### config.mk
export PLATFORM = sky130hd
export DESIGN_NAME = fraction_arithmetic_unit
export DESIGN_NICKNAME = d
export VERILOG_FILES = /design/src/rtl/core/fau_pkg.sv /design/src/rtl/core/fau_divmul.sv /design/src/rtl/core/fau_front.sv /design/src/rtl/core/fau_back.sv /design/src/rtl/core/fraction_arithmetic_unit.sv
export SDC_FILE = /design/constraint.sdc
export NUM_CORES = 2
export LEC_CHECK = 0
export BUFFER_PORTS_ARGS = -buffer_cell sky130_fd_sc_hd__buf_4
export CORE_MARGIN = 1.5
export CORE_UTILIZATION = 45
export CTS_BUF_LIST = sky130_fd_sc_hd__clkbuf_8
export DETAILED_ROUTE_END_ITERATION = 12
export GPL_ROUTABILITY_DRIVEN = 0
export SYNTH_ARGS = -nofsm -noshare
export SYNTH_HDL_FRONTEND = slang
export SYNTH_SLANG_ARGS = --single-unit
### constraint.sdc
create_clock -name clk -period 18.7 [get_ports clk]
set_input_delay 1.87 -clock clk [delete_from_list [all_inputs] [get_ports clk]]
set_output_delay 1.87 -clock clk [all_outputs]
set_load 0.01 [all_outputs]
### src/rtl/core/fau_pkg.sv
`default_nettype none
package fau_pkg;

  typedef enum logic [1:0] {
    CMD_MUL = 2'd0,
    CMD_DIV = 2'd1,
    CMD_ADD = 2'd2,
    CMD_SUB = 2'd3
  } cmd_t;

  typedef enum logic [1:0] {
    ST_OK       = 2'd0,
    ST_ZERO_DEN = 2'd1,
    ST_DIV_ZERO = 2'd2
  } status_t;

  localparam int unsigned NUM_W = 34;
  localparam int unsigned DEN_W = 32;
  localparam int unsigned OPW   = 64;

  typedef enum logic [4:0] {
    B_IDLE,
    B_MD_GCD,
    B_MD_DIVN,
    B_MD_DIVD,
    B_AS_G1,
    B_AS_RA,
    B_AS_CA,
    B_AS_G2,
    B_AS_RB,
    B_AS_CB,
    B_AS_GL,
    B_AS_DL,
    B_AS_ML,
    B_AS_QA,
    B_AS_QB,
    B_AS_TA,
    B_AS_TB,
    B_AS_FIN,
    B_DONE
  } bstate_t;

  typedef enum logic [1:0] {
    U_IDLE,
    U_DIV,
    U_MUL
  } ustate_t;

endpackage
`default_nettype wire

### src/rtl/core/fau_divmul.sv
`default_nettype none
// Shared unit: restoring division (one quotient bit per cycle) and
// shift-and-add multiplication (one multiplier bit per cycle), 64 bits.
module fau_divmul
  import fau_pkg::*;
(
  input  wire logic           clk,
  input  wire logic           rst_n,
  input  wire logic           start_div,
  input  wire logic           start_mul,
  input  wire logic [OPW-1:0] op_a,
  input  wire logic [OPW-1:0] op_b,
  output logic                busy,
  output logic                done,
  output logic [OPW-1:0]      quo,
  output logic [OPW-1:0]      rem,
  output logic [OPW-1:0]      prod
);

  ustate_t        st_r, st_nxt;
  logic [6:0]     cnt_r, cnt_nxt;
  logic [OPW-1:0] a_r, a_nxt;
  logic [OPW-1:0] b_r, b_nxt;
  logic [OPW-1:0] q_r, q_nxt;
  logic [OPW-1:0] rm_r, rm_nxt;
  logic [OPW+1:0] trial;
  logic           fin;

  always_comb begin
    st_nxt = st_r;
    case (st_r)
      U_IDLE: begin
        if (start_div) st_nxt = U_DIV;
        else if (start_mul) st_nxt = U_MUL;
      end
      U_DIV:   if (fin) st_nxt = U_IDLE;
      U_MUL:   if (fin) st_nxt = U_IDLE;
      default: st_nxt = U_IDLE;
    endcase
  end

  assign fin   = (cnt_r == 7'(OPW - 1));
  assign trial = {1'b0, rm_r, a_r[OPW-1]} - {2'b00, b_r};

  always_comb begin
    cnt_nxt = cnt_r;
    a_nxt   = a_r;
    b_nxt   = b_r;
    q_nxt   = q_r;
    rm_nxt  = rm_r;
    case (st_r)
      U_IDLE: begin
        cnt_nxt = '0;
        a_nxt   = op_a;
        b_nxt   = op_b;
        q_nxt   = '0;
        rm_nxt  = '0;
      end
      U_DIV: begin
        cnt_nxt = cnt_r + 7'd1;
        a_nxt   = {a_r[OPW-2:0], 1'b0};
        if (!trial[OPW+1]) begin
          rm_nxt = trial[OPW-1:0];
          q_nxt  = {q_r[OPW-2:0], 1'b1};
        end else begin
          rm_nxt = {rm_r[OPW-2:0], a_r[OPW-1]};
          q_nxt  = {q_r[OPW-2:0], 1'b0};
        end
      end
      U_MUL: begin
        cnt_nxt = cnt_r + 7'd1;
        a_nxt   = {1'b0, a_r[OPW-1:1]};
        b_nxt   = {b_r[OPW-2:0], 1'b0};
        if (a_r[0]) q_nxt = q_r + b_r;
      end
      default: cnt_nxt = '0;
    endcase
  end

  always_ff @(posedge clk) begin
    if (!rst_n) begin
      st_r <= U_IDLE;
      done <= 1'b0;
    end else begin
      st_r <= st_nxt;
      done <= (st_r != U_IDLE) && fin;
    end
    cnt_r <= cnt_nxt;
    a_r   <= a_nxt;
    b_r   <= b_nxt;
    q_r   <= q_nxt;
    rm_r  <= rm_nxt;
  end

  assign busy = (st_r != U_IDLE);
  assign quo  = q_r;
  assign prod = q_r;
  assign rem  = rm_r;

endmodule
`default_nettype wire

### src/rtl/core/fau_front.sv
`default_nettype none
// Front end: registers requests into a two-entry queue and classifies them.
module fau_front
  import fau_pkg::*;
#(
  parameter int unsigned IN_WIDTH = 16
) (
  input  wire logic                clk,
  input  wire logic                rst_n,
  input  wire logic                in_valid,
  output logic                     in_stall,
  input  wire logic [1:0]          in_cmd,
  input  wire logic [IN_WIDTH-1:0] in_num_a,
  input  wire logic [IN_WIDTH-1:0] in_den_a,
  input  wire logic [IN_WIDTH-1:0] in_num_b,
  input  wire logic [IN_WIDTH-1:0] in_den_b,
  output logic                     q_valid,
  input  wire logic                q_take,
  output cmd_t                     q_cmd,
  output status_t                  q_status,
  output logic [OPW-1:0]           q_na,
  output logic [OPW-1:0]           q_da,
  output logic [OPW-1:0]           q_nb,
  output logic [OPW-1:0]           q_db
);

  localparam int unsigned EW = 2 + 2 + 4 * OPW;

  logic [EW-1:0] mem_r [2];
  logic [1:0]    cnt_r;
  logic          wp_r, rp_r;
  logic [EW-1:0] wdat;
  status_t       cls;
  logic          push, pop;

  always_comb begin
    if (in_den_a == '0 || in_den_b == '0) cls = ST_ZERO_DEN;
    else if (cmd_t'(in_cmd) == CMD_DIV && in_num_b == '0) cls = ST_DIV_ZERO;
    else cls = ST_OK;
  end

  assign wdat = {in_cmd, cls, OPW'(in_num_a), OPW'(in_den_a),
                 OPW'(in_num_b), OPW'(in_den_b)};
  assign in_stall = (cnt_r == 2'd2);
  assign push     = in_valid && !in_stall;
  assign pop      = q_take && q_valid;
  assign q_valid  = (cnt_r != 2'd0);

  always_ff @(posedge clk) begin
    if (!rst_n) begin
      cnt_r <= '0;
      wp_r  <= 1'b0;
      rp_r  <= 1'b0;
    end else begin
      cnt_r <= cnt_r + {1'b0, push} - {1'b0, pop};
      if (push) wp_r <= !wp_r;
      if (pop) rp_r <= !rp_r;
    end
    if (push) mem_r[wp_r] <= wdat;
  end

  assign q_cmd    = cmd_t'(mem_r[rp_r][EW-1 -: 2]);
  assign q_status = status_t'(mem_r[rp_r][EW-3 -: 2]);
  assign q_na     = mem_r[rp_r][4*OPW-1 -: OPW];
  assign q_da     = mem_r[rp_r][3*OPW-1 -: OPW];
  assign q_nb     = mem_r[rp_r][2*OPW-1 -: OPW];
  assign q_db     = mem_r[rp_r][OPW-1 -: OPW];

endmodule
`default_nettype wire

### src/rtl/core/fau_back.sv
`default_nettype none
// Back end: sequences the shared divide/multiply unit through each operation.
module fau_back
  import fau_pkg::*;
(
  input  wire logic              clk,
  input  wire logic              rst_n,
  input  wire logic              q_valid,
  output logic                   q_take,
  input  wire cmd_t              q_cmd,
  input  wire status_t           q_status,
  input  wire logic [OPW-1:0]    q_na,
  input  wire logic [OPW-1:0]    q_da,
  input  wire logic [OPW-1:0]    q_nb,
  input  wire logic [OPW-1:0]    q_db,
  output logic                   out_valid,
  input  wire logic              out_stall,
  output logic signed [NUM_W-1:0] out_res_num,
  output logic [DEN_W-1:0]       out_res_den,
  output logic [1:0]             out_status
);

  bstate_t        st_r, st_nxt;
  cmd_t           cmd_r;
  logic [OPW-1:0] x_r, y_r, p_r, q_r, ra_r, ca_r, rb_r, cb_r, l_r, ta_r, t_r;
  logic           ini_r;
  logic           start_div, start_mul, busy, done;
  logic [OPW-1:0] op_a, op_b, quo, rem, prod;
  logic           gcd_st;
  logic           out_free;
  logic [31:0]    mn_b, md_b;
  logic [OPW-1:0] mp_n, mp_d;

  fau_divmul u_dm (
    .clk       (clk),
    .rst_n     (rst_n),
    .start_div (start_div),
    .start_mul (start_mul),
    .op_a      (op_a),
    .op_b      (op_b),
    .busy      (busy),
    .done      (done),
    .quo       (quo),
    .rem       (rem),
    .prod      (prod)
  );

  assign out_free = !out_valid || !out_stall;
  assign gcd_st = (st_r == B_MD_GCD) || (st_r == B_AS_G1) || (st_r == B_AS_G2) ||
                  (st_r == B_AS_GL);

  assign mn_b = (q_cmd == CMD_MUL) ? q_nb[31:0] : q_db[31:0];
  assign md_b = (q_cmd == CMD_MUL) ? q_db[31:0] : q_nb[31:0];
  assign mp_n = {32'd0, q_na[31:0]} * {32'd0, mn_b};
  assign mp_d = {32'd0, q_da[31:0]} * {32'd0, md_b};

  // Unit steps issue one operation each, GCD steps one per remainder; ini_r marks the issue.
  always_comb begin
    start_div = 1'b0;
    start_mul = 1'b0;
    op_a      = x_r;
    op_b      = y_r;
    case (st_r)
      B_MD_GCD, B_AS_G1, B_AS_G2, B_AS_GL: start_div = !ini_r && (y_r != '0);
      B_MD_DIVN: begin op_a = p_r;  op_b = x_r;  start_div = !ini_r; end
      B_MD_DIVD: begin op_a = q_r;  op_b = x_r;  start_div = !ini_r; end
      B_AS_RA:   begin op_a = q_na; op_b = x_r;  start_div = !ini_r; end
      B_AS_CA:   begin op_a = q_da; op_b = x_r;  start_div = !ini_r; end
      B_AS_RB:   begin op_a = q_nb; op_b = x_r;  start_div = !ini_r; end
      B_AS_CB:   begin op_a = q_db; op_b = x_r;  start_div = !ini_r; end
      B_AS_DL:   begin op_a = ca_r; op_b = x_r;  start_div = !ini_r; end
      B_AS_ML:   begin op_a = t_r;  op_b = cb_r; start_mul = !ini_r; end
      B_AS_QA:   begin op_a = l_r;  op_b = ca_r; start_div = !ini_r; end
      B_AS_QB:   begin op_a = l_r;  op_b = cb_r; start_div = !ini_r; end
      B_AS_TA:   begin op_a = ra_r; op_b = t_r;  start_mul = !ini_r; end
      B_AS_TB:   begin op_a = rb_r; op_b = t_r;  start_mul = !ini_r; end
      default: begin
        start_div = 1'b0;
      end
    endcase
  end

  always_comb begin
    st_nxt = st_r;
    case (st_r)
      B_IDLE: begin
        if (q_valid) begin
          if (q_status != ST_OK) st_nxt = B_DONE;
          else if (q_cmd == CMD_MUL || q_cmd == CMD_DIV) st_nxt = B_MD_GCD;
          else st_nxt = B_AS_G1;
        end
      end
      B_MD_GCD:  if (!busy && y_r == '0) st_nxt = B_MD_DIVN;
      B_MD_DIVN: if (done) st_nxt = B_MD_DIVD;
      B_MD_DIVD: if (done) st_nxt = B_DONE;
      B_AS_G1:   if (!busy && y_r == '0) st_nxt = B_AS_RA;
      B_AS_RA:   if (done) st_nxt = B_AS_CA;
      B_AS_CA:   if (done) st_nxt = B_AS_G2;
      B_AS_G2:   if (!busy && y_r == '0) st_nxt = B_AS_RB;
      B_AS_RB:   if (done) st_nxt = B_AS_CB;
      B_AS_CB:   if (done) st_nxt = B_AS_GL;
      B_AS_GL:   if (!busy && y_r == '0) st_nxt = B_AS_DL;
      B_AS_DL:   if (done) st_nxt = B_AS_ML;
      B_AS_ML:   if (done) st_nxt = B_AS_QA;
      B_AS_QA:   if (done) st_nxt = B_AS_TA;
      B_AS_TA:   if (done) st_nxt = B_AS_QB;
      B_AS_QB:   if (done) st_nxt = B_AS_TB;
      B_AS_TB:   if (done) st_nxt = B_AS_FIN;
      B_AS_FIN:  st_nxt = B_DONE;
      B_DONE:    if (out_free) st_nxt = B_IDLE;
      default:   st_nxt = B_IDLE;
    endcase
  end

  // The request stays at the queue head until its result is registered.
  assign q_take = (st_r == B_DONE) && out_free;

  always_ff @(posedge clk) begin
    if (!rst_n) begin
      st_r      <= B_IDLE;
      ini_r     <= 1'b0;
      out_valid <= 1'b0;
    end else begin
      st_r <= st_nxt;
      if (st_nxt != st_r) ini_r <= 1'b0;
      else if (start_div || start_mul) ini_r <= 1'b1;
      else if (gcd_st && done) ini_r <= 1'b0;
      if (st_r == B_DONE && out_free) out_valid <= 1'b1;
      else if (!out_stall) out_valid <= 1'b0;
    end
    case (st_r)
      B_IDLE: begin
        cmd_r <= q_cmd;
        ra_r  <= '0;
        l_r   <= 64'd1;
        t_r   <= OPW'(q_status);
        if (q_status != ST_OK) begin
          p_r <= '0;
          q_r <= 64'd1;
        end else begin
          p_r <= mp_n;
          q_r <= mp_d;
        end
        if (q_cmd == CMD_MUL || q_cmd == CMD_DIV) begin
          x_r <= mp_n;
          y_r <= mp_d;
        end else begin
          x_r <= q_na;
          y_r <= q_da;
        end
      end
      B_MD_GCD, B_AS_G1, B_AS_G2, B_AS_GL: begin
        if (done) begin
          x_r <= y_r;
          y_r <= rem;
        end
      end
      B_MD_DIVN: if (done) p_r <= quo;
      B_MD_DIVD: if (done) begin
        q_r <= quo;
        t_r <= '0;
      end
      B_AS_RA: if (done) ra_r <= quo;
      B_AS_CA: if (done) begin
        ca_r <= quo;
        x_r  <= q_nb;
        y_r  <= q_db;
      end
      B_AS_RB: if (done) rb_r <= quo;
      B_AS_CB: if (done) begin
        cb_r <= quo;
        x_r  <= ca_r;
        y_r  <= quo;
      end
      B_AS_DL: if (done) t_r <= quo;
      B_AS_ML: if (done) l_r <= prod;
      B_AS_QA: if (done) t_r <= quo;
      B_AS_TA: if (done) ta_r <= prod;
      B_AS_QB: if (done) t_r <= quo;
      B_AS_TB: if (done) rb_r <= prod;
      B_AS_FIN: begin
        p_r <= (cmd_r == CMD_ADD) ? ta_r + rb_r : ta_r - rb_r;
        q_r <= l_r;
        t_r <= '0;
      end
      default: begin
        p_r <= p_r;
      end
    endcase
    if (st_r == B_DONE && out_free) begin
      out_res_num <= NUM_W'(p_r);
      out_res_den <= q_r[DEN_W-1:0];
      out_status  <= t_r[1:0];
    end
  end

endmodule
`default_nettype wire

### src/rtl/core/fraction_arithmetic_unit.sv
`default_nettype none
// Fraction arithmetic unit. Each request carries two unsigned fractions and an
// operation (multiply, divide, add, subtract) and yields one result fraction
// with a status. A front end holds up to two requests, the one in progress and
// one waiting; a back end runs each through one shared 64-bit unit that
// divides or multiplies one bit per cycle. Multiply and divide take the
// remainder steps of the Euclidean GCD plus two divisions; add and subtract
// take three GCDs and ten more unit operations; how long a request takes
// depends on the operands. A request with a zero denominator or a division by
// zero goes straight to its result without using the unit. Multiply and divide
// results are reduced; add and subtract results sit over the least common
// multiple and are not.
module fraction_arithmetic_unit
  import fau_pkg::*;
#(
  parameter int unsigned IN_WIDTH = 16
) (
  input  wire logic                 clk,
  input  wire logic                 rst_n,
  input  wire logic                 in_valid,
  output logic                      in_stall,
  input  wire logic [1:0]           in_cmd,
  input  wire logic [IN_WIDTH-1:0]  in_num_a,
  input  wire logic [IN_WIDTH-1:0]  in_den_a,
  input  wire logic [IN_WIDTH-1:0]  in_num_b,
  input  wire logic [IN_WIDTH-1:0]  in_den_b,
  output logic                      out_valid,
  input  wire logic                 out_stall,
  output logic signed [NUM_W-1:0]   out_res_num,
  output logic [DEN_W-1:0]          out_res_den,
  output logic [1:0]                out_status
);

  logic           q_valid, q_take;
  cmd_t           q_cmd;
  status_t        q_status;
  logic [OPW-1:0] q_na, q_da, q_nb, q_db;

  fau_front #(.IN_WIDTH(IN_WIDTH)) u_front (
    .clk      (clk),
    .rst_n    (rst_n),
    .in_valid (in_valid),
    .in_stall (in_stall),
    .in_cmd   (in_cmd),
    .in_num_a (in_num_a),
    .in_den_a (in_den_a),
    .in_num_b (in_num_b),
    .in_den_b (in_den_b),
    .q_valid  (q_valid),
    .q_take   (q_take),
    .q_cmd    (q_cmd),
    .q_status (q_status),
    .q_na     (q_na),
    .q_da     (q_da),
    .q_nb     (q_nb),
    .q_db     (q_db)
  );

  fau_back u_back (
    .clk         (clk),
    .rst_n       (rst_n),
    .q_valid     (q_valid),
    .q_take      (q_take),
    .q_cmd       (q_cmd),
    .q_status    (q_status),
    .q_na        (q_na),
    .q_da        (q_da),
    .q_nb        (q_nb),
    .q_db        (q_db),
    .out_valid   (out_valid),
    .out_stall   (out_stall),
    .out_res_num (out_res_num),
    .out_res_den (out_res_den),
    .out_status  (out_status)
  );

endmodule
`default_nettype wire

# ---- Word level (Yosys, flattened, before mapping)
# Memory sizes are Yosys's and may differ from the RTL's. A register that Yosys moved wholly into a read port is not among the register bits.
# Index checks and enable logic that the tools add are counted.
dict set report word_totals {
  reg_bits 1051
  mem_bits_rw 136
  inputBits 70
  output_inout_bits 70
  memories 1
}
# memory depth width read_ports rd_ports_with_merged_regs wr line
set mem_list {}
lappend mem_list {u_front.mem_r 2 68 1 1 1 fau_front.sv:29} ;# logic [EW-1:0] mem_r [2];
dict set report op_classes {
  add_sub_neg 7
  mul 2
  n_eq_ne 38
  n_mux 67
  bitwise 1
  reduce_logical 66
}
# cell count
set ops {}
lappend ops {{$pmux 64 s4} 4}
lappend ops {{$mux 64} 14}
lappend ops {{$pmux 64 s3} 4}
lappend ops {{$pmux 64 s11} 1}
lappend ops {{$pmux 64 s2} 4}
lappend ops {{$add 64x64->64} 2}
lappend ops {{$mul 32x32->64} 2}
lappend ops {{$mux 5} 19}
lappend ops {{$pmux 5 s19} 1}
lappend ops {{$sub 65x64->66} 1}
lappend ops {{$logic_not 64->1} 1}
lappend ops {{$mux 32} 2}
lappend ops {{$reduce_bool 64->1} 1}
lappend ops {{$sub 64x64->64} 1}
lappend ops {{$logic_not 16->1} 3}
lappend ops {{$eq 5x4->1 const B} 8}
lappend ops {{$eq 5x3->1 const B} 4}
lappend ops {{$reduce_and 2->1} 10}
lappend ops {{$ne 2x2->1 const B} 8}
lappend ops {{$reduce_bool 2->1} 8}
lappend ops {{$eq 5x5->1 const B} 3}
lappend ops {{$reduce_or 2->1} 6}
lappend ops {{$eq 5x2->1 const B} 2}
lappend ops {{$mux 1} 10}
lappend ops {{other kinds (28)} 62}

# ---- Logic depth before layout (Yosys ltp)
dict set report logic_depth {
  depth_word 8
  mapped_depth 37
  ltp_nobuf 33
}

# ---- Cells and area by module
# A second synthesis with hierarchy kept.
dict set report hier_totals {
  hier_cells 13694
  hier_area_um2 135947.9
}
# module n_inst cells_per_inst area_each_um2
set modules_own_cells {}
lappend modules_own_cells {fau_back 1 11081 109391.2}
lappend modules_own_cells {fau_divmul 1 2164 19757.7}
lappend modules_own_cells {fau_front 1 449 6799.0}

# ---- Worst setup path before layout
# No wires, ideal clock.
dict set report synth_timing {
  path_kind {register to register}
  from {reg with a tool-made name}
  to {reg u_back.p_r[33] (data pin)}
  setup_time_ns 0.267
  t_arrival_ns 8.758
  required_ns 18.433
  setup_slack_ns 9.675
  path_stages_with_launch 33
  path_cell_list {dfxtp_1 -> buf_2 -> mux2i_1 -> clkinv_1 -> or2_2 -> clkbuf_1 -> buf_1 -> o21ai_1 -> clkbuf_1 -> nor2_1 -> fa_1 -> fa_1 -> fa_1 -> inv_1 -> fa_1 -> inv_1 -> fa_1 -> ha_1 -> fa_1 -> inv_1 -> fa_1 -> inv_1 -> ha_1 -> o21a_1 -> o21a_1 -> o22a_1 -> a311o_1 -> a2111oi_0 -> o31ai_1 -> nand2b_1 -> a21o_1 -> xor2_1 -> o21ai_0}
}
# element line
set synth_lines {}
lappend synth_lines {{to (signal assigned)} fau_back.sv:141} ;# p_r <= mp_n;
lappend synth_lines {{to (signal assigned)} fau_back.sv:158} ;# B_MD_DIVN: if (done) p_r <= quo;
lappend synth_lines {{to (signal assigned)} fau_back.sv:182} ;# p_r <= (cmd_r == CMD_ADD) ? ta_r + rb_r : ta_r - rb_r;
lappend synth_lines {{to (decl)} fau_back.sv:25} ;# logic [OPW-1:0] x_r, y_r, p_r, q_r, ra_r, ca_r, rb_r, cb_r, l_r, ta_r, t_r;

==> reports/metrics.yaml <==
outcome: "finished, final reports clean"
antenna_found_initial: 16
grt_pass1_wl_microns: 449600
holdCritStartpoint: "u_back.u_dm.cnt_r[0]"
die_h_microns: 430.4
cp_common_cell: "fa_1"
yosysWarnings: 0
setup_tns_ns: 0
nets: 8878
setup_viol: 0
ys_seq_elements: 1188
core_sq_um: 181100
critPathArrivalTime_ns: 11.95
clockBufferDepth: 3
syn_to_final_growth_pct: 9.309
root_buffer: "clkbuf_8"
crit_path_max_fanout: 47
cts_buffers: 204
async_flop_share_pct: 0
max_stage_delay_ns: 0.91
synth_area_per_cell_sq_um: 10.53
io_pins: 140
wl_met3_microns: 33650
reg2regPathDepth: 33
synth_edf_count: 1166
port_buffers: 139
max_freq_mhz: 89.03
worst_setup_hold_path_clk_slew_ns: 0.06
drive_above_1_share_pct: 8.995
seq_area_frac_synth_pct: 43.13
endpoint_kind: "register"
cts-resized-gates: 0
htree_levels: 4
wire_per_inst_microns: 30.00
crit_family: "adder cells"
start_util_pct: 45.39
hold_viol: 0
cp_slowest_cell: "o21ai_1"
slew_viol_final: 0
synth_nets: 8837
finish.utilization_pct: 49.61
grt_usage_pct: 33.01
dieArea_sq_um: 185300
clock_skew_ns: 0.08114
cts_setup_buffers: 0
ff2ff_setup_slack_ns: 7.47
max_cap_viol_count: 0
min_period_ns: 11.23
synth-main-ff-cell: "edfxtp_1"
maxSlewHeadroom_pct: 5.628
synthCells: 7808
cts_tree: "done"
cp-start-kind: "register"
synthDistinctLibCells: 94
dpl.hpwl_microns: 219500
clock_sinks: 1188
drt-initial-drc-count: 9567
wl_met2_microns: 136800
final_common_cell: "edfxtp_1"
drc: 0
met1_length_microns: 117500
netlist_area_sq_um: 82210
worst_pin_slew_ns: 1.400
ctsHoldBuffers: 0
path_buf_inv: 10
crit_type: "register to register"
drt-pass1-iter-count: 7
top_layer_used: "met5"
hold_depth: 1
grt_pass1_vias: 65400
crit_required_ns: 19.42
rsz0062_at_grt: "false"
ant_nets: 0
mostFrequentLayoutCells: "1166 x edfxtp_1, 685 x inv_1, 645 x nand2_1"
via_count: 67050
rr_endpoint: "u_back.x_r[33]"
drt-total-wl_microns: 311900
rows: 156
fp.dieW_microns: 430.4
grt.overflow.total: 0
fin_crit_sh_pct: 60.06
min_to: "u_back.u_dm.cnt_r[0]"
via_per_inst: 6.449
worstSkewPairLatency_ns: 1.03
fillers: 16580
min_path_type: "register to register"
grt_start_max_net_pins: 132
[worst reg2reg max path, delay by kind of cell (launching register included)]
kind / cells / cell delay [ns]
adder cells (fa/ha/maj): 9 / 3.74
flip-flops: 1 / 0.86
buffers and inverters: 10 / 1.66
AND/OR/NAND/NOR: 3 / 0.85
AO/OA/AOI/OAI: 9 / 3.32
multiplexers: 1 / 0.36
XOR/XNOR: 1 / 0.20
[cells in the mapped netlist (35+ instances only)]
cell type / count / share of area, %
a22oi_1: 192 / 1.8
a31oi_1: 38 / 0.29
nand4_1: 112 / 0.85
and2_1: 277 / 2.1
a22o_1: 103 / 1.1
nor4_1: 35 / 0.27
nand3_1: 156 / 0.95
a21oi_1: 401 / 2.4
mux2i_1: 73 / 0.89
nor2_1: 572 / 2.6
o21bai_1: 42 / 0.38
edfxtp_1: 1166 / 43
inv_1: 631 / 2.9
a222oi_1: 161 / 2.0
ha_1: 566 / 8.6
a221oi_1: 78 / 0.83
nor3_1: 76 / 0.46
nor2b_1: 35 / 0.27
a211oi_1: 38 / 0.35
buf_1: 48 / 0.22
a21o_1: 155 / 1.4
fa_1: 393 / 9.6
xnor2_1: 153 / 1.6
o21ai_0: 563 / 3.4
clkbuf_1: 376 / 1.7
xor2_1: 145 / 1.5
mux2_2: 61 / 0.84
nand2_1: 651 / 3.0
nand2b_1: 85 / 0.65
[registers in the layout, indices dropped and copies added, names as in the netlist, 5 cells and up, named ones only]
name / flops
u_back.ra_r: 64
u_back.x_r: 64
u_back.l_r: 64
u_front.mem_r: 136
u_back.t_r: 64
u_back.q_r: 64
u_back.u_dm.prod: 64
u_back.u_dm.a_r: 64
u_back.ta_r: 64
u_back.st_r: 5
u_back.cb_r: 64
u_back.ca_r: 64
u_back.rb_r: 64
u_back.y_r: 64
u_back.u_dm.cnt_r: 7
u_back.out_res_num: 34
u_back.p_r: 64
u_back.out_res_den: 32
u_back.u_dm.rem: 64
u_back.u_dm.b_r: 64
[stage by stage]
step	area, sq um	cells	hold slack, ns	setup WS, ns
finish	89860	10400	0.4545	7.468
global route	89830	10390	0.4737	7.033
CTS	89820	10390	0.4492	7.618
detailed placement	85960	10010	0.4394	7.631
global placement	85960	10010	0.4332	7.715
floorplan	82210	7808	0.4199	9.675
[worst max path at each step]
stage | end | depth (start not counted)
final | u_back.x_r[33] | 33
after global routing | u_back.x_r[33] | 33
after CTS | u_back.x_r[33] | 33
after detailed placement | u_back.x_r[33] | 33
after global placement | u_back.x_r[33] | 33
after floorplan | u_back.p_r[33] | 32
[per-layer routing]
metal / track usage, % / vias up
met5: 0 / -
met4: 21.54 / 20
met3: 7.515 / 1037
met2: 50.51 / 4394
met1: 42.07 / 32970
li1: - / 28630
[layout make-up]
cell class	count	area (sq um)	share of cell area (%)
diodes	11	27.53	0.03063
clock buffers	208	2863	3.186
clock inverters	165	1002	1.115
inverters	633	2376	2.644
multi-input cells	5552	43100	47.97
flip-flops and latches	1188	35460	39.46
well taps	2370	2965	3.300
repair buffers	270	2064	2.297
[logic make-up (layout without fill, tap and decap cells)]
| kind of cell | Yosys count | in the layout | share of synthesized area (%) |
|---|---|---|---|
| other | 0 | 11 | 0 |
| AO/OA/AOI/OAI | 2033 | 2033 | 16.58 |
| AND/OR/NAND/NOR | 2125 | 2125 | 12.24 |
| multiplexers | 136 | 136 | 1.752 |
| adder cells (fa/ha/maj) | 959 | 959 | 18.18 |
| flip-flops | 1188 | 1188 | 43.13 |
| XOR/XNOR | 299 | 299 | 3.195 |
| buffers and inverters | 1068 | 1276 | 4.916 |
Power is left out: the tool's default activity adds up to more than one toggle a clock period on the data nets, which glitch-free logic cannot reach.
